File: config.mk
export PLATFORM = sky130hd
export DESIGN_NAME = npc_ctrl
export DESIGN_NICKNAME = d
export VERILOG_FILES = /design/src/hw/rtl/npc_pkg.sv /design/src/hw/rtl/npc_ctrl.sv
export SDC_FILE = /design/constraint.sdc
export NUM_CORES = 1
export LEC_CHECK = 0
export BUFFER_PORTS_ARGS = -buffer_cell sky130_fd_sc_hd__buf_2
export CORE_MARGIN = 2
export CORE_UTILIZATION = 47
export DETAILED_ROUTE_END_ITERATION = 12
export GPL_TIMING_DRIVEN = 1
export PLACE_DENSITY = 0.76
export SKIP_CTS_REPAIR_TIMING = 1
export SLEW_MARGIN = 20
export SYNTH_ARGS = -nofsm -noshare
export SYNTH_HDL_FRONTEND = slang
export SYNTH_SLANG_ARGS = --single-unit
File: constraint.sdc
create_clock -name clk -period 1.9 [get_ports clk]
set_clock_uncertainty 0.1 [all_clocks]
set_input_delay 0.285 -clock clk [delete_from_list [all_inputs] [get_ports clk]]
set_output_delay 0.285 -clock clk [all_outputs]
set_load 0.05 [all_outputs]
File: src/hw/rtl/npc_pkg.sv
// Shared types and constants for the nearest palette color unit.
// No dependencies; npc_ctrl, npc_dist, the top level and the testbench import it.
package npc_pkg;

    localparam int PALETTE_ENTRIES = 256;
    localparam int IDX_W           = $clog2(PALETTE_ENTRIES);
    localparam int CHAN_W          = 8;
    localparam int COLOR_W         = 3 * CHAN_W;
    localparam int SQ_W            = 2 * CHAN_W;
    // The largest distance is 3 * 255 * 255, which fits in 18 bits.
    localparam int DIST_W          = SQ_W + 2;
    localparam int RES_W           = 8;

    typedef enum logic [0:0] {
        KIND_WRITE = 1'b0,
        KIND_QUERY = 1'b1
    } npc_kind_t;

    typedef enum logic [1:0] {
        ST_IDLE,
        ST_SCAN,
        ST_DRAIN,
        ST_DONE
    } npc_state_t;

    typedef struct packed {
        logic             busy;
        logic             rd_en;
        logic [IDX_W-1:0] rd_addr;
        logic             data_vld;
        logic [IDX_W-1:0] data_idx;
        logic             res_load;
    } npc_ctl_t;

    typedef struct packed {
        logic pipe_busy;
    } npc_stat_t;

endpackage

File: src/hw/rtl/npc_ctrl.sv
// Scan sequencer: walks the palette addresses for one query and times the drain.
// Depends on npc_pkg.
module npc_ctrl
    import npc_pkg::*;
(
    input  logic      clk,
    input  logic      rst_n,
    input  logic      query_go,
    input  logic      res_free,
    input  npc_stat_t stat,
    output npc_ctl_t  ctl
);

    npc_state_t       state_reg, state_next;
    logic [IDX_W-1:0] addr_reg, addr_next;
    logic             data_vld_reg;
    logic [IDX_W-1:0] data_idx_reg;
    logic             last_addr;

    assign last_addr = (addr_reg == IDX_W'(PALETTE_ENTRIES - 1));

    // Next state.
    always_comb
    begin
        state_next = state_reg;
        unique case (state_reg)
            ST_IDLE:
            begin
                if (query_go)
                begin
                    state_next = ST_SCAN;
                end
            end
            ST_SCAN:
            begin
                if (last_addr)
                begin
                    state_next = ST_DRAIN;
                end
            end
            ST_DRAIN:
            begin
                if (!data_vld_reg && !stat.pipe_busy)
                begin
                    state_next = ST_DONE;
                end
            end
            ST_DONE:
            begin
                if (res_free)
                begin
                    state_next = ST_IDLE;
                end
            end
            default:
            begin
                state_next = ST_IDLE;
            end
        endcase
    end

    // Outputs.
    always_comb
    begin
        ctl          = '0;
        ctl.busy     = (state_reg != ST_IDLE);
        ctl.rd_en    = (state_reg == ST_SCAN);
        ctl.rd_addr  = addr_reg;
        ctl.data_vld = data_vld_reg;
        ctl.data_idx = data_idx_reg;
        ctl.res_load = (state_reg == ST_DONE) && res_free;
    end

    always_comb
    begin
        addr_next = addr_reg;
        if (state_reg == ST_SCAN)
        begin
            addr_next = last_addr ? '0 : addr_reg + 1'b1;
        end
    end

    always_ff @(posedge clk or negedge rst_n)
    begin
        if (!rst_n)
        begin
            state_reg    <= ST_IDLE;
            addr_reg     <= '0;
            data_vld_reg <= 1'b0;
        end
        else
        begin
            state_reg    <= state_next;
            addr_reg     <= addr_next;
            data_vld_reg <= (state_reg == ST_SCAN);
        end
    end

    always_ff @(posedge clk)
    begin
        data_idx_reg <= addr_reg;
    end

    a_vld_follows_read: assert property (@(posedge clk) disable iff (!rst_n)
        data_vld_reg |-> $past(state_reg == ST_SCAN))
        else $error("read data flagged valid without a read in the prior cycle");

    a_scan_starts_at_zero: assert property (@(posedge clk) disable iff (!rst_n)
        $rose(ctl.rd_en) |-> (addr_reg == '0))
        else $error("palette scan did not start at entry zero");

    a_done_pipe_empty: assert property (@(posedge clk) disable iff (!rst_n)
        (state_reg == ST_DONE) |-> (!data_vld_reg && !stat.pipe_busy))
        else $error("result offered while distance pipeline still busy");

endmodule

---- After elaboration in Yosys (flattened, before gate mapping) ----
Cells that the tools add are included.
word-level totals
  register bits after elaboration ......... 19
  bits in latches ......................... 0
  RAM bits ................................ 0
  bits in read-only memories .............. 0
  input port bits ......................... 5
  memories ................................ 0
cells by class
  $add $sub $neg .......................... 1
  multiply operators ...................... 0
  divide/modulo/power cells ............... 0
  magnitude comparators ................... 0
  eq/ne operators ......................... 8
  shift-type cells ........................ 0
  multiplexer cells ....................... 6
  bitwise operators ....................... 0
  reductions and logical operators ........ 7
operator list
  operator             number
  $add 8x1->8 const B  1
  $eq 8x8->1 const B   1
  $mux 2               4
  $mux 8               1
  $pmux 2 s4           1
  $ne 2x2->1 const B   3
  $eq 2x2->1 const B   2
  $reduce_and 4->1     1
  $eq 2x1->1 const B   1
  $logic_and 1x1->1    2
  $logic_not 1->1      2
  $logic_not 2->1      1
  $ne 2x1->1 const B   1
  $reduce_bool 2->1    1

---- Longest topological paths before layout ----
  depth after elaboration ................. 4
  depth in mapped cells ................... 6
  gate-level depth less buffers ........... 6

---- Worst setup path after synthesis ----
OpenSTA, ideal clock, no wires.
  path type ............................... reg-to-reg
  start ................................... register state_reg[1]
  end ..................................... register addr_reg[5]
  arrival ................................. 1.666 ns
  path slack .............................. -0.013 ns
  cell stages (with the launch flop) ...... 7
  path buffers ............................ 0
  cell sequence ........................... dfrtp_1 > inv_1 > ha_1 > and3_1 > a31oi_1 > o21ai_1 > o31ai_1
RTL lines
  what                      line            RTL
  start: declaration        npc_ctrl.sv:14  npc_state_t state_reg, state_next;
  start signal: assignment  npc_ctrl.sv:93  state_reg <= state_next;
  end signal: assignment    npc_ctrl.sv:94  addr_reg <= addr_next;
  end: declaration          npc_ctrl.sv:15  logic [IDX_W-1:0] addr_reg, addr_next;

==> results.json <==
{
  "status": "finished clean",
  "dpl.hpwl_mm": 1.055,
  "synth_commonest_cells": "dfrtp_1 (11), dfxtp_1 (8), ha_1 (5)",
  "drt.antenna.violating_nets": 0,
  "ys.flop_type": "dfrtp_1",
  "critPathBufInv": 2,
  "met1_usage_pct": 17.29,
  "start_util_pct": 50.00,
  "clock_sinks": 19,
  "die_h_um": 43.80,
  "first_pass_iters": 4,
  "layout-drive-gt1-share_pct": 39.08,
  "tightest_slew_ps": 255.5,
  "async_flop_share_pct": 57.89,
  "synth_top_area_share_pct": 36.97,
  "worstPathCellList": "inv_1 > ha_2 > buf_2",
  "io_pins": 25,
  "use_met3_pct": 4.167,
  "gp_congestion": 0.8049,
  "grt_pass1_wl_mm": 2.214,
  "maxSlewViolCount": 0,
  "cts_buffers": 3,
  "synth_seq_cells": 19,
  "antenna_found_initial": 0,
  "synth_area_leaders": "dfrtp_1 (37%), dfxtp_1 (22%), ha_1 (8.4%)",
  "crit_arrival_ps": 1370,
  "num-nets-final": 98,
  "busiest_layer": "met2",
  "setup_viol": 0,
  "yosysSeqAreaShare_pct": 58.49,
  "period_share_pct": 92.60,
  "viasPerCell": 5.252,
  "die_area_um2": 1918,
  "crit_path_max_fanout": 9,
  "path_clk_slew_ps": 100,
  "powerDensity_nw_per_um2": 665.4,
  "drc": 0,
  "yosys_warnings": 0,
  "rows": 14,
  "cp_top_family": "flip-flops",
  "netlist_instances": 59,
  "cts-htree-levels": 1,
  "core_area_um2": 1489,
  "fp.dieW_um": 43.80,
  "rsz0062_at_grt": "false",
  "hold_viol": 0,
  "fin_crit_ps": 1759,
  "slew_headroom_pct": 82.97,
  "ctsLongestPathBuffers": 2,
  "clockRootBuffer": "clkbuf_4",
  "num_vias": 541,
  "grtUsageMet2_pct": 28.82,
  "drt_wl_total_mm": 1.358,
  "cp.required_ps": 1510,
  "dp_slack_ps": 273.8,
  "antenna_cells": 0,
  "grt_max_degree": 12,
  "yosysUniqueCellTypes": 24,
  "worstSetupPathType": "flop to output port",
  "cap_violations": 0,
  "area.growth.synth_to_final_pct": 23.19,
  "netlist_area_um2": 744.5,
  "syn-num-nets": 69,
  "ir_drop_v": 0.0003968,
  "drtIter0Drc": 13,
  "n_fill_cell": 131,
  "yosysMostFrequentCell": "dfrtp_1",
  "fmaxAchievable_ghz": 0.5684,
  "p_leak_uw": 0.0004733,
  "insertion_delay_ps": 290,
  "first_global_vias": 510,
  "tritoncts": "yes",
  "syn_area_per_cell_um2": 12.62,
  "yosysTopAreaCell": "dfrtp_1",
  "worstSetupStartpointType": "flop",
  "setup_slack_ps": 140.7,
  "overflow": 0,
  "wire_per_inst_um": 13.18,
  "end_kind": "output port",
  "io_buffers": 24,
  "cp_slowest_cell": "dfrtp_1",
  "synth_edf_count": 0,
  "min_path_type": "input pin to flop",
  "cpPeakStageDelay_ps": 430,
  "fin_tns_setup_ps": 0,
  "grt_usage_pct": 16.52
}
==> through the flow <==
step                      power, uW  hold slack [ps]  instances  utilization [%]  area [um2]
final                         610.3            257.9        103            61.60       917.1
after CTS                     616.9           -263.5        102            60.92       907.1
after global placement        418.9            67.05         98            59.08       879.6
after detailed placement      419.1            69.22         98            59.08       879.6
after global routing          633.9            285.1        103            61.60       917.1
after floorplan               410.4           -110.6         59                -       747.0
==> layout make-up <==
type	count	area [um2]	share of cell area [%]
Inverter	4	15.01	1.637
Tap cell	16	20.02	2.183
Timing Repair Buffer	25	130.1	14.19
Sequential cell	19	435.4	47.48
Multi-Input combinational cell	35	289.0	31.51
Clock buffer	3	22.52	2.456
Clock inverter	1	5.005	0.5457
==> routing by layer <==
layer,share of wire (%),wire [um]
met1,38,515
met5,0,0
met2,55,745
met4,2.3,31
met3,4.9,66
==> tightest hold or removal path: stages <==
cell	delay [ps]
buf_2	70
o21ai_0	90
o2111ai_2	100
mux2i_1	80
==> worst paths after layout <==
path                       slack [ps]         endpoint  depth (start not counted)    startpoint
max reg2reg                       260     state_reg[1]                          5   addr_reg[0]
min reg2reg                       400  data_idx_reg[6]                          0   addr_reg[6]
min in group asynchronous         290      addr_reg[4]                          2         rst_n
max                               140          ctl[18]                          3  state_reg[1]
min                               260     state_reg[0]                          4          stat
max in group asynchronous        1200      addr_reg[2]                          2         rst_n
==> logic make-up after synthesis <==
family | share of synthesized area [%]
adders and majority gates | 8.403
xor gates and xnor gates | 4.705
and+or+nand+nor | 10.25
buffers and inverters | 3.025
muxes | 6.218
DFF | 58.49
AOI/OAI and AO/OA | 8.906
==> power by group <==
group / internal (uW) / total (uW) / switching [uW]
Sequential: 402 / 402 / 0
Combinational: 4.53 / 10.4 / 5.90
Clock: 78.4 / 198 / 120
==> cell usage in the layout, fill, tap and decap left out, types with 2 or more instances in the layout <==
cell type  synthesis  final
buf_2              0     24
dfrtp_1           11     11
dfxtp_1            8      8
inv_1              4      4
xnor2_1            4      4
ha_1               5      4
nand2_1            3      3
clkbuf_4           0      3
nand4_1            2      2
a31oi_1            2      2
o31ai_1            2      2
o21ai_0            2      2
nor2_1             2      2
mux2i_1            2      2
(Power assumes the default switching activity.)
