`src/hw/rtl/npc_pkg.sv`:
```
// Shared types and constants for the nearest palette color unit.
// No dependencies; npc_ctrl, npc_dist, the top level and the testbench import it.
package npc_pkg;

    localparam int PALETTE_ENTRIES = 256;
    localparam int IDX_W           = $clog2(PALETTE_ENTRIES);
    localparam int CHAN_W          = 8;
    localparam int COLOR_W         = 3 * CHAN_W;
    localparam int SQ_W            = 2 * CHAN_W;
    // The largest distance is 3 * 255 * 255, which fits in 18 bits.
    localparam int DIST_W          = SQ_W + 2;
    localparam int RES_W           = 8;

    typedef enum logic [0:0] {
        KIND_WRITE = 1'b0,
        KIND_QUERY = 1'b1
    } npc_kind_t;

    typedef enum logic [1:0] {
        ST_IDLE,
        ST_SCAN,
        ST_DRAIN,
        ST_DONE
    } npc_state_t;

    typedef struct packed {
        logic             busy;
        logic             rd_en;
        logic [IDX_W-1:0] rd_addr;
        logic             data_vld;
        logic [IDX_W-1:0] data_idx;
        logic             res_load;
    } npc_ctl_t;

    typedef struct packed {
        logic pipe_busy;
    } npc_stat_t;

endpackage

```
`src/hw/rtl/npc_dist.sv`:
```
// Distance datapath: squared RGB distance per entry and running best tracking.
// Depends on npc_pkg.
module npc_dist
    import npc_pkg::*;
(
    input  logic               clk,
    input  logic               rst_n,
    input  logic               start,
    input  logic               data_vld,
    input  logic [IDX_W-1:0]   data_idx,
    input  logic [COLOR_W-1:0] entry,
    input  logic [COLOR_W-1:0] query,
    output npc_stat_t          stat,
    output logic [IDX_W-1:0]   best_idx
);

    logic [CHAN_W-1:0] d_r, d_g, d_b;
    logic [SQ_W-1:0]   sq_r_reg, sq_g_reg, sq_b_reg;
    logic              s2_vld_reg;
    logic [IDX_W-1:0]  s2_idx_reg;
    logic [DIST_W-1:0] cand_dist;
    logic [DIST_W-1:0] best_dist_reg;
    logic [IDX_W-1:0]  best_idx_reg;
    logic              better;

    function automatic logic [CHAN_W-1:0] abs_diff(input logic [CHAN_W-1:0] a,
                                                   input logic [CHAN_W-1:0] b);
        abs_diff = (a > b) ? (a - b) : (b - a);
    endfunction

    assign d_r = abs_diff(query[COLOR_W-1 -: CHAN_W], entry[COLOR_W-1 -: CHAN_W]);
    assign d_g = abs_diff(query[SQ_W-1 -: CHAN_W], entry[SQ_W-1 -: CHAN_W]);
    assign d_b = abs_diff(query[CHAN_W-1:0], entry[CHAN_W-1:0]);

    // Stage one: three 8x8 squares.
    always_ff @(posedge clk)
    begin
        sq_r_reg   <= d_r * d_r;
        sq_g_reg   <= d_g * d_g;
        sq_b_reg   <= d_b * d_b;
        s2_idx_reg <= data_idx;
    end

    // Stage two: sum and compare. Only a strictly smaller distance wins,
    // so ties keep the lower index.
    assign cand_dist = DIST_W'(sq_r_reg) + DIST_W'(sq_g_reg) + DIST_W'(sq_b_reg);
    assign better    = (cand_dist < best_dist_reg);

    always_ff @(posedge clk or negedge rst_n)
    begin
        if (!rst_n)
        begin
            s2_vld_reg    <= 1'b0;
            best_dist_reg <= '1;
            best_idx_reg  <= '0;
        end
        else
        begin
            s2_vld_reg <= data_vld;
            if (start)
            begin
                // All ones exceeds any real distance, so entry zero always wins first.
                best_dist_reg <= '1;
                best_idx_reg  <= '0;
            end
            else if (s2_vld_reg && better)
            begin
                best_dist_reg <= cand_dist;
                best_idx_reg  <= s2_idx_reg;
            end
        end
    end

    assign stat.pipe_busy = s2_vld_reg;
    assign best_idx       = best_idx_reg;

endmodule

```
`config.mk`:
```
export PLATFORM = sky130hd
export DESIGN_NAME = npc_dist
export DESIGN_NICKNAME = d
export VERILOG_FILES = /design/src/hw/rtl/npc_pkg.sv /design/src/hw/rtl/npc_dist.sv
export SDC_FILE = /design/constraint.sdc
export NUM_CORES = 1
export LEC_CHECK = 0
export ABC_CLOCK_PERIOD_IN_PS = 4900
export BUFFER_PORTS_ARGS = -buffer_cell sky130_fd_sc_hd__buf_4
export CAP_MARGIN = 40
export CORE_ASPECT_RATIO = 1.5
export CORE_MARGIN = 4
export CORE_UTILIZATION = 55
export DETAILED_ROUTE_END_ITERATION = 12
export GPL_TIMING_DRIVEN = 0
export HOLD_SLACK_MARGIN = 0.06
export PLACE_DENSITY = 0.73
export SLEW_MARGIN = 25
export SYNTH_ARGS = -nofsm -noshare
export SYNTH_HDL_FRONTEND = slang
export SYNTH_SLANG_ARGS = --single-unit
```
`constraint.sdc`:
```
create_clock -name clk -period 4.9 [get_ports clk]
set_input_delay 0.98 -clock clk [delete_from_list [all_inputs] [get_ports clk]]
set_output_delay 0.98 -clock clk [all_outputs]
set_load 0.03 [all_outputs]
```
Yosys cells after proc, flatten, opt, wreduce, memory -nomap -nowiden
Cells that the tools add are included.
Widths: inputs -> output; s select.
{"block": "word_totals", "regBits": 83, "inputBits": 60, "out_inout_bits": 9, "elab_cells": 31}
{"block": "op_classes", "n_addsub": 8, "n_mul": 3, "n_lt_le_gt_ge": 4, "mux": 7, "n_reduce_logical": 2}
{"cell": "$mul 8x8->16", "n": 3}
{"cell": "$sub 8x8->8", "n": 6}
{"cell": "$mux 8", "n": 5}
{"cell": "$mux 18", "n": 2}
{"cell": "$gt 8x8->1", "n": 3}
{"cell": "$add 17x16->18", "n": 1}
{"cell": "$lt 18x18->1", "n": 1}
{"cell": "$add 16x16->17", "n": 1}
{"cell": "$reduce_bool 2->1", "n": 1}
{"cell": "$logic_and 1x1->1", "n": 1}

Longest topological paths before layout
Gate-level depths: netlist of run 1.
{"block": "depth", "ltp_word": 6, "ltp_mapped": 30, "depth_no_buf": 29}

Worst setup path after synthesis of run 1
Ideal clock, no wire load.
{"block": "synth_path", "path_type": "input to register", "start": "input query[0]", "end": "register sq_b_reg[14]", "setup_time_ns": 0.072, "t_arrival_ns": 6.587, "t_required_ns": 4.828, "slack_ns": -1.759, "cell_stages": 25, "path_buffers": 1, "cell_sequence": "inv_1 ha_1 inv_1 fa_1 a21o_1 a21o_4 a211oi_4 or2_1 buf_6 mux2i_4 xor2_4 nand2b_1 inv_2 fa_1 fa_1 inv_1 fa_1 fa_1 inv_1 ha_1 or2_2 o22ai_1 o21ai_0 o211ai_1 xnor2_1"}
{"block": "synth_via", "elab_chain_cells": 3, "elab_cells_between_ends": 5, "cone_classes": "add/sub: 2; mul: 1; order compare: 1; mux: 1"}
{"element": "start: declaration", "line_no": "npc_dist.sv:12", "text": "input logic [COLOR_W-1:0] query,"}
{"element": "$sub 8x8->8 or $gt 8x8->1 (tied branches)", "line_no": "npc_dist.sv:28", "text": "abs_diff = (a > b) ? (a - b) : (b - a);"}
{"element": "$mux 8 *", "line_no": "npc_dist.sv:28"}
{"element": "$mul 8x8->16 *", "line_no": "npc_dist.sv:40", "text": "sq_b_reg <= d_b * d_b;"}
{"element": "end signal: assignment", "line_no": "npc_dist.sv:40"}
{"element": "end: declaration", "line_no": "npc_dist.sv:18", "text": "logic [SQ_W-1:0] sq_r_reg, sq_g_reg, sq_b_reg;"}
Every way passes the cells marked *; elsewhere a longest branch is shown, timed or not.
A chain may end at the register's enable or synchronous reset.

Worst setup path after layout of run 1
{"block": "layout_path", "start": "input entry[16]", "end": "register sq_r_reg[14]"}
{"block": "layout_via", "elab_chain_cells": 3, "elab_cells_between_ends": 5, "cone_classes": "add/sub: 2; mul: 1; order compare: 1; mux: 1"}
{"element": "start: declaration", "line_no": "npc_dist.sv:11", "text": "input logic [COLOR_W-1:0] entry,"}
{"element": "$sub 8x8->8 or $gt 8x8->1 (tied branches)", "line_no": "npc_dist.sv:28"}
{"element": "$mux 8 *", "line_no": "npc_dist.sv:28"}
{"element": "$mul 8x8->16 *", "line_no": "npc_dist.sv:38", "text": "sq_r_reg <= d_r * d_r;"}
{"element": "end signal: assignment", "line_no": "npc_dist.sv:38"}
{"element": "end: declaration", "line_no": "npc_dist.sv:18"}
Marked as above.

==> out/results.tsv, run 1 <==
metric	value	unit
top sig layer	met4	
final worst slack	-1514	ps
gpl congestion	0.9011	
die height	176.8	um
CTS tree	yes	
crit-path leading delay family	adder cells	
I/O pin cnt	69	
crit share post-route	1.309	
max reg flops	18	
drt wl/cell	15.83	um
clock root buffer	clkbuf_16	
Final nets	1701	
Tot GR Track Use	0.2214	
clk buf depth	2	
Die W	120.6	um
Hold Buf Count CTS	0	
Clock Sinks	80	
critical path depth	26	
largest net degree at the start of global routing	28	
Hold Path Stages	2	
Final Hold Vio Count	0	
Setup Viol. Count Final	33	
initial antenna violation count	0	
min-delay worst type	flop to flop	
PortBufs	68	
routed vias/inst	5.343	
post-synthesis cell type count	75	
synthesized area	10450	sq um
Max-slew headroom	0.6378	
syn avg cell area	8.858	sq um
CP max stage cell	fa_1	
Worst setup EP type	flop	
Clk Latency, worst-skew pair	340	ps
RSZ-0062 raised after global routing	yes	
grt total ovfl	0	
Seq/Total Area, Yosys	0.1683	
Critical path buffers and inverters	8	
Yosys top cell area share	0.1987	
layout cells sized above 1	0.3579	
Core ar.	18620	sq um
DR pass1 iterations	7	
ys async rst share	0.3375	
Mapped Cells	1180	
H-tree depth	3	
first-pass GRT wire length	39.36	mm
Main synth FF type	dfxtp_1	
Initial Utilization	0.5613	
fin. max-slew vios	0	
Clk pin slew, worst setup/hold paths	60	ps
routed wire length on met3	572	um
CTS Buf Count	9	
Die ar.	21320	sq um
Worst Reg-to-Reg Cells	20	
row cnt	61	
dpl hpwl	17.47	mm
Antenna Cells	0	
top post-synthesis cells by area	ha_1 20%, fa_1 19%, dfxtp_1 10%	
Synth Warn #	0	
vias in the first global route	8988	
Post-Route M1 WL	9.391	mm
Area Overhead vs Synth	36.31	%
Final Cell Area	14250	sq um
worst path required time	5120	ps
ANT nets after route	0	
CP dominant cell by count	fa_1	
metal2 WL	15.18	mm
# DRC	0	
FMAX	155.9	MHz
vias post-DR	8735	
Initial DRC Count	381	
Period minus WS final	6414	ps
Worst-Margin Slew	529.7	ps
Fin Clk Skew	7.439	ps
DP Area	11940	sq um
Synth area leader	ha_1	
Worst EP arrival	6630	ps
critical path class	input pin to flop	
outcome	finished, violations left	
failing checks	setup timing	
Max Cap Viol	0	
slowest cell delay on critical path	540	ps
critical path peak fanout	5	
Yosys reg bits	80	
EDFF count, synth	0	
Startpoint Class	input pin	
DRT Wirelength	25.89	mm
metal layers:
layer	global-route usage	vias up
li1	-	4211
met1	0.2371	4297
met2	0.4397	173
met3	0.02303	54
met4	0.07987	0
met5	0	-
path summary, 6_finish.rpt:
path / to / slack [ps] / start
worst min register to register: best_idx[6] / 480 / s2_idx_reg[6]
worst max-delay path: sq_r_reg[14] / -1510 / entry[16]
worst min-delay path: best_idx[6] / 480 / s2_idx_reg[6]
min in group asynchronous: best_idx[0] / 560 / rst_n
worst max register to register: best_idx[3] / 290 / sq_r_reg[8]
max in group asynchronous: best_dist_reg[14] / 4040 / rst_n
cells in the final DEF, fill, tap and decap left out, types with 17 or more instances in the layout:
cell type / count
nor2_1: 95
o21ai_0: 23
mux2i_1: 19
a21oi_1: 42
dfstp_2: 18
buf_6: 38
nand2_1: 42
buf_4: 155
fa_1: 88
xnor2_1: 37
nor2_4: 17
inv_2: 42
a21o_1: 26
ha_4: 35
inv_1: 189
ha_1: 126
dfxtp_1: 53
timing repair:
item                                    CTS  global route
endpoints found under the setup margin   38            58
setup buffers                            76            50
cloned                                    1             0
gates resized for setup                 125           108
pin swaps                                88            93
final cells by class:
type | instances | area, sq um
flip-flops and latches | 80 | 1759
repair buffers | 191 | 1610
plain buffers | 16 | 117.6
well taps | 252 | 315.3
multi-input cells | 842 | 9210
clock buffers | 10 | 229.0
clock inverters | 6 | 67.56
inverters | 238 | 938.4
fillers | 1263 | 4375
cells in the mapped netlist, types with 4 or more instances:
master	count
nand2_1	43
buf_2	7
xnor2_1	50
o21ai_0	29
o21ai_1	5
nand4_1	10
o21bai_1	9
clkbuf_1	10
or2_2	14
mux2i_1	30
or3_1	5
o21a_1	10
a21oi_1	61
ha_1	166
o211ai_1	8
or2_1	5
dfstp_2	18
dfxtp_1	53
inv_1	236
nor2_1	116
and2_1	4
a31oi_1	5
xnor2_2	5
nand2b_1	8
nand3_1	14
dfrtp_1	9
a21o_1	26
fa_1	97
xor2_1	21
nor2b_1	13
a211oi_1	8
nor3_1	19
logic make-up after synthesis:
family                   count (synthesis)  share of synthesized area
AO/OA/AOI/OAI                          198                     0.1274
XOR/XNOR                                77                    0.06991
adder cells (fa/ha/maj)                263                     0.3845
buffers and inverters                  259                    0.09564
flip-flops                              80                     0.1683
multiplexers                            32                    0.03196
other                                    2                  0.0007185
AND/OR/NAND/NOR                        269                     0.1216
worst reg2reg max path: stages, from the launching register on:
cell and delay [ps]:
dfxtp_1 320, fa_1 470, ha_1 380, a21o_1 210
a21o_1 190, a21o_1 210, o41ai_2 390, o21ai_0 220
xnor2_1 240, inv_1 70, ha_1 300, a21oi_1 160
nor2b_1 70, o21ai_0 180, nand4b_1 120, nor2_1 160
o21ai_2 100, buf_4 200, clkbuf_4 220, mux2i_1 200
nor2_1 60
metrics by stage:
step,utilization,hold slack (ps),TNS (ps),std cells,setup slack (ps)
4_1_cts,0.7192,478.6,-28710,1591,-1297
2_1_floorplan,-,445.6,-27270,1181,-1396
5_1_grt,0.7651,511.5,-38710,1635,-1709
3_3_place_gp,0.6408,450.6,-50790,1501,-1982
6_report,0.7651,477.8,-31970,1635,-1514
3_5_place_dp,0.6412,468.8,-50510,1502,-2050
Power of run 1 is left out: the tool's default activity adds up to more than one toggle a clock period on the data nets, which glitch-free logic cannot reach.
==> run 2: changes to the inputs <==
- RECOVER_POWER: default -> 50
==> run 2 against run 1 <==
- the flow still finishes with violations (setup timing)
- final area about the same
- setup slack about the same
- largest cell class unchanged
- routed wire length about the same
- register-to-register slack about the same
- utilization about the same
- sequential share of layout area about the same
- non-clock buffer count unchanged
==> out/results.tsv, run 2 (same netlist as run 1, synthesis figures left out) <==
metric	value	unit	change
outcome	finished, violations left		
failing checks	setup timing		
Final Cell Area	14240	sq um	about the same
Clock Sinks	80		unchanged
final worst slack	-1514	ps	+0.4800 ps
Die ar.	21320	sq um	unchanged
worst hold slack	476.9	ps	-0.8820 ps
first-pass GRT wire length	39.36	mm	unchanged
clock root buffer	clkbuf_16		
commonest non-fill, non-tap cell in the layout	inv_1		
Setup Viol. Count Final	33		unchanged
grt peak-use layer	met2		
Initial DRC Count	386		+1.3%
r2r setup slk	300	ps	about the same
Clk pin slew, worst setup/hold paths	60	ps	about the same
Max-slew headroom	0.03855		-0.5992
I/O pin cnt	69		unchanged
Worst-Margin Slew	1442	ps	+912.5 ps
Tot GR Track Use	0.2214		unchanged
Fin Clk Skew	7.376	ps	-0.06308 ps
met3 usage	0.02303		unchanged
# DRC	0		unchanged
Period minus WS final	6414	ps	-0.4800 ps
Worst setup EP type	flop		
CTS tree	yes		
Worst EP arrival	6630	ps	about the same
dpl hpwl	17.47	mm	unchanged
Core ar.	18620	sq um	unchanged
Initial Utilization	0.5613		unchanged
Max Cap Viol	0		unchanged
PortBufs	68		unchanged
routed vias/inst	5.339		about the same
vias post-DR	8729		-0.069%
Clk Latency, worst-skew pair	340	ps	about the same
Sum Neg Setup Slack	-32040	ps	-74.00 ps
Layout fillers	1264		+0.079%
gpl congestion	0.9011		unchanged
Final nets	1701		unchanged
grt total ovfl	0		unchanged
critical path peak fanout	5		unchanged
max reg flops	18		unchanged
DP Area	11940	sq um	unchanged
FMAX	155.9	MHz	about the same
slowest cell delay on critical path	540	ps	about the same
worst path required time	5120	ps	about the same
grt met2 use	0.4397		unchanged
CP max stage cell	fa_1		
most frequent cells in the layout	189 x inv_1, 144 x buf_4, 126 x ha_1		
ANT nets after route	0		unchanged
Antenna Cells	0		unchanged
DRT Wirelength	25.87	mm	about the same
CTS Buf Count	9		unchanged
clk buf depth	2		unchanged
largest net degree at the start of global routing	28		unchanged
fin. max-slew vios	0		unchanged
H-tree depth	3		unchanged
Die W	120.6	um	unchanged
Hold Buf Count CTS	0		unchanged
die height	176.8	um	unchanged
row cnt	61		unchanged
Critical path buffers and inverters	8		unchanged
drt wl/cell	15.82	um	about the same
layout cells sized above 1	0.3565		-0.001446
vias in the first global route	8988		unchanged
Startpoint Class	input pin		
met1 Track Usage GR	0.2371		unchanged
RSZ-0062 raised after global routing	yes		
initial antenna violation count	0		unchanged
Area Overhead vs Synth	36.23	%	about the same
crit share post-route	1.309		about the same
CP dominant cell by count	fa_1		
critical path class	input pin to flop		
DR pass1 iterations	7		unchanged
crit-path leading delay family	adder cells		
min-delay worst type	flop to flop		
Final Hold Vio Count	0		unchanged
[run 2: cell count changes in the layout (fill, tap and decap cells not counted)]
cell	before	now
buf_4	155	144
clkbuf_1	4	6
clkbuf_4	2	11
[run 2: final timing paths]
path | startpoint | endpoint | cells past startpoint
worst max-delay path | entry[16] | sq_r_reg[14] | 26
worst min-delay path | s2_idx_reg[6] | best_idx[6] | 2
worst max register to register | sq_g_reg[8] | best_idx[3] | 20
worst min register to register | s2_idx_reg[6] | best_idx[6] | 2
max in group asynchronous | rst_n | best_idx[4] | 1
min in group asynchronous | rst_n | best_idx[0] | 1
[run 2: layer usage]
layer / vias to the layer above / routed length, um / part of all wire
met1: 4301 / 9390 / 0.36
met3: 50 / 580 / 0.022
met4: 0 / 733 / 0.028
met2: 165 / 15170 / 0.59
li1: 4213 / - / -
met5: - / 0 / 0
[run 2: repair_timing]
| action | in CTS | in global routing |
|---|---|---|
| cloned | 1 | 0 |
| setup endpoints to repair | 38 | 58 |
| gates resized for setup | 125 | 108 |
| pin swaps | 88 | 93 |
| endpoints found under the hold margin | 0 | 0 |
| setup buffers | 76 | 50 |
[run 2: metrics by stage]
step	util	instances	setup slack, ps
floorplan	-	1181	-1396
global route	0.7646	1635	-1709
global placement	0.6408	1501	-1982
finish	0.7646	1635	-1514
detailed placement	0.6412	1502	-2050
CTS	0.7192	1591	-1297
[run 2: layout make-up]
cell class / instances / area (sq um) / share of cell area
inverter: 238 / 938.4 / 0.06590
clock inverter: 6 / 67.56 / 0.004745
sequential: 80 / 1759 / 0.1235
clock buffer: 10 / 229.0 / 0.01608
buffer: 16 / 117.6 / 0.008259
tap: 252 / 315.3 / 0.02214
multi-input combinational: 842 / 9210 / 0.6468
timing repair buffer: 191 / 1603 / 0.1126
[run 2: worst reg2reg max path, stage by stage, from the launching register on]
cell and delay (ps):
dfxtp_1 370, fa_1 430, ha_1 380, a21o_1 210, a21o_1 190, a21o_1 210
o41ai_2 390, o21ai_0 220, xnor2_1 240, inv_1 70, ha_1 300, a21oi_1 160
nor2b_1 70, o21ai_0 180, nand4b_1 120, nor2_1 160, o21ai_2 100, buf_4 200
clkbuf_4 220, mux2i_1 200, nor2_1 60
Power of run 2 is left out for the same reason.
==> run 3: changes to the inputs <==
- REMOVE_ABC_BUFFERS: default -> 1
==> run 3 against run 2 <==
- the run still ends with setup timing left
- sequential share of layout area decreased by 0.30 points
- non-clock buffer count increased by 22
- setup slack got worse by 180 ps
- final area increased by 2.5%
- highest routed layer unchanged
- final cell count increased by 1.4%
- clock skew increased by 3.4 ps
- critical endpoint is now sq_r_reg[15]
- largest cell class unchanged
==> out/results.tsv, run 3 (same netlist as run 1, synthesis figures left out) <==
metric	value	unit	change
Reg-to-Reg Start	sq_r_reg[8]		
clk buf depth	2		unchanged
worst hold slack	475.3	ps	-1.609 ps
DR pass1 iterations	5		-2
CTS Buf Count	9		unchanged
most frequent cells in the layout	191 x inv_1, 160 x buf_4, 124 x ha_1		
Clock Sinks	80		unchanged
Period minus WS final	6593	ps	+179.2 ps
Die W	120.6	um	unchanged
Worst EP arrival	6860	ps	+230 ps
Clk pin slew, worst setup/hold paths	60	ps	about the same
# DRC	0		unchanged
Area Overhead vs Synth	39.57	%	
row cnt	61		unchanged
worst path required time	5170	ps	+50 ps
fin. max-slew vios	0		unchanged
Critical path buffers and inverters	8		unchanged
Initial Utilization	0.5613		unchanged
vias in the first global route	9413		+4.7%
r2r setup slk	240	ps	-60 ps
first-pass GRT wire length	41.93	mm	+6.5%
max reg flops	18		unchanged
CP max stage cell	fa_1		
dpl hpwl	16.45	mm	-5.9%
routed vias/inst	5.669		+6.2%
min-delay worst type	flop to flop		
Max Cap Viol	0		unchanged
crit-path leading delay family	adder cells		
DRT Wirelength	30.76	mm	+19%
largest net degree at the start of global routing	28		unchanged
outcome	finished, violations left		
Worst Reg-to-Reg Cells	18		-10%
commonest non-fill, non-tap cell in the layout	inv_1		
ANT nets after route	0		unchanged
Tot GR Track Use	0.2386		+0.01715
Final Cell Area	14590	sq um	+2.5%
critical path peak fanout	7		+2
Startpoint Class	input pin		
Worst-Margin Slew	1428	ps	-13.72 ps
failing checks	setup timing		
vias post-DR	9399		+7.7%
Hold Startpoint	s2_idx_reg[0]		
clock root buffer	clkbuf_16		
Layout fillers	1136		-10%
Crit Reg-Reg Endpoint	best_dist_reg[5]		
Hold Path Stages	2		unchanged
Final nets	1724		+1.4%
RSZ-0062 raised after global routing	yes		
Final Hold Vio Count	0		unchanged
H-tree depth	3		unchanged
CP dominant cell by count	inv_2		
Core ar.	18620	sq um	unchanged
crit share post-route	1.345		+0.03656
slowest cell delay on critical path	510	ps	-30 ps
CTS tree	yes		
drt wl/cell	18.55	um	+17%
critical path startpoint	query[16]		
Max-slew headroom	0.04770		+0.009146
layout cells sized above 1	0.3819		+0.02546
Initial DRC Count	540		+40%
Die ar.	21320	sq um	unchanged
final worst slack	-1693	ps	-179.2 ps
initial antenna violation count	0		unchanged
Worst setup EP type	flop		
PortBufs	68		unchanged
die height	176.8	um	unchanged
critical path class	input pin to flop		
Setup Viol. Count Final	36		+9.1%
Fin Clk Skew	10.77	ps	+3.390 ps
gpl congestion	0.8648		-4.0%
grt total ovfl	0		unchanged
utilization of the core after routing	0.7834		+0.01875
DP Area	11230	sq um	-5.9%
FMAX	151.7	MHz	-2.7%
I/O pin cnt	69		unchanged
Clk Latency, worst-skew pair	350	ps	about the same
WHS Endpoint	best_idx[0]		
Antenna Cells	0		unchanged
==> run 3: cell types whose count changed in the layout (fill, tap and decap cells not counted), moves of 5 or more <==
cell	before	now
xnor2_2	13	25
xnor2_1	37	30
xor2_2	5	10
inv_4	3	10
buf_4	144	160
buf_6	38	49
==> run 3: per-stage QoR <==
stage	setup WS (ps)	cells	setup TNS, ps
after floorplan	-2082	1160	-54460
after CTS	-1400	1625	-28140
after global placement	-2826	1480	-106290
after global routing	-1786	1658	-43290
after detailed placement	-2716	1484	-70870
final	-1693	1658	-38730
==> run 3: cell type report <==
cell class	count	area, sq um	area share
multi-input combinational	843	9313	0.6383
timing repair buffer	229	1984	0.1360
sequential	80	1759	0.1206
inverter	238	915.9	0.06278
tap	252	315.3	0.02161
clock buffer	9	225.2	0.01544
clock inverter	7	76.32	0.005232
==> run 3: timing repair <==
action	CTS	global route
pin swaps	174	95
buffers inserted	127	40
hold buffers	0	0
gates cloned	0	1
endpoints found under the setup margin	36	48
resized for setup	285	118
==> run 3: worst max-delay path by stage <==
stage / depth (start not counted) / end
floorplan: 24 / sq_g_reg[13]
global placement: 25 / sq_g_reg[15]
detailed placement: 25 / sq_g_reg[13]
CTS: 28 / sq_g_reg[15]
global route: 29 / sq_r_reg[15]
finish: 29 / sq_r_reg[15]
==> run 3: layer usage <==
metal  vias to the layer above  part of all wire  global-route usage  wire length [um]
li1                       4265                 -                   -                 -
met1                      4554              0.34              0.2546             10600
met2                       392              0.54              0.4584             16730
met3                       188             0.043             0.02686              1332
met4                         0             0.068              0.1163              2095
met5                         -                 0                   0                 0
==> run 3: worst reg2reg max path, stage by stage, from the launching register on <==
cell,delay (ps)
dfxtp_1,340
fa_1,500
ha_1,400
a21o_1,210
a21o_1,180
a21o_1,200
o41ai_1,490
o21ai_0,280
xnor2_1,270
inv_1,80
ha_1,300
a21oi_1,140
nor2b_1,50
o21ai_0,130
nand4b_1,110
nor2_1,200
o21ai_4,120
buf_4,210
o311ai_0,350
Power of run 3 is left out for the same reason.
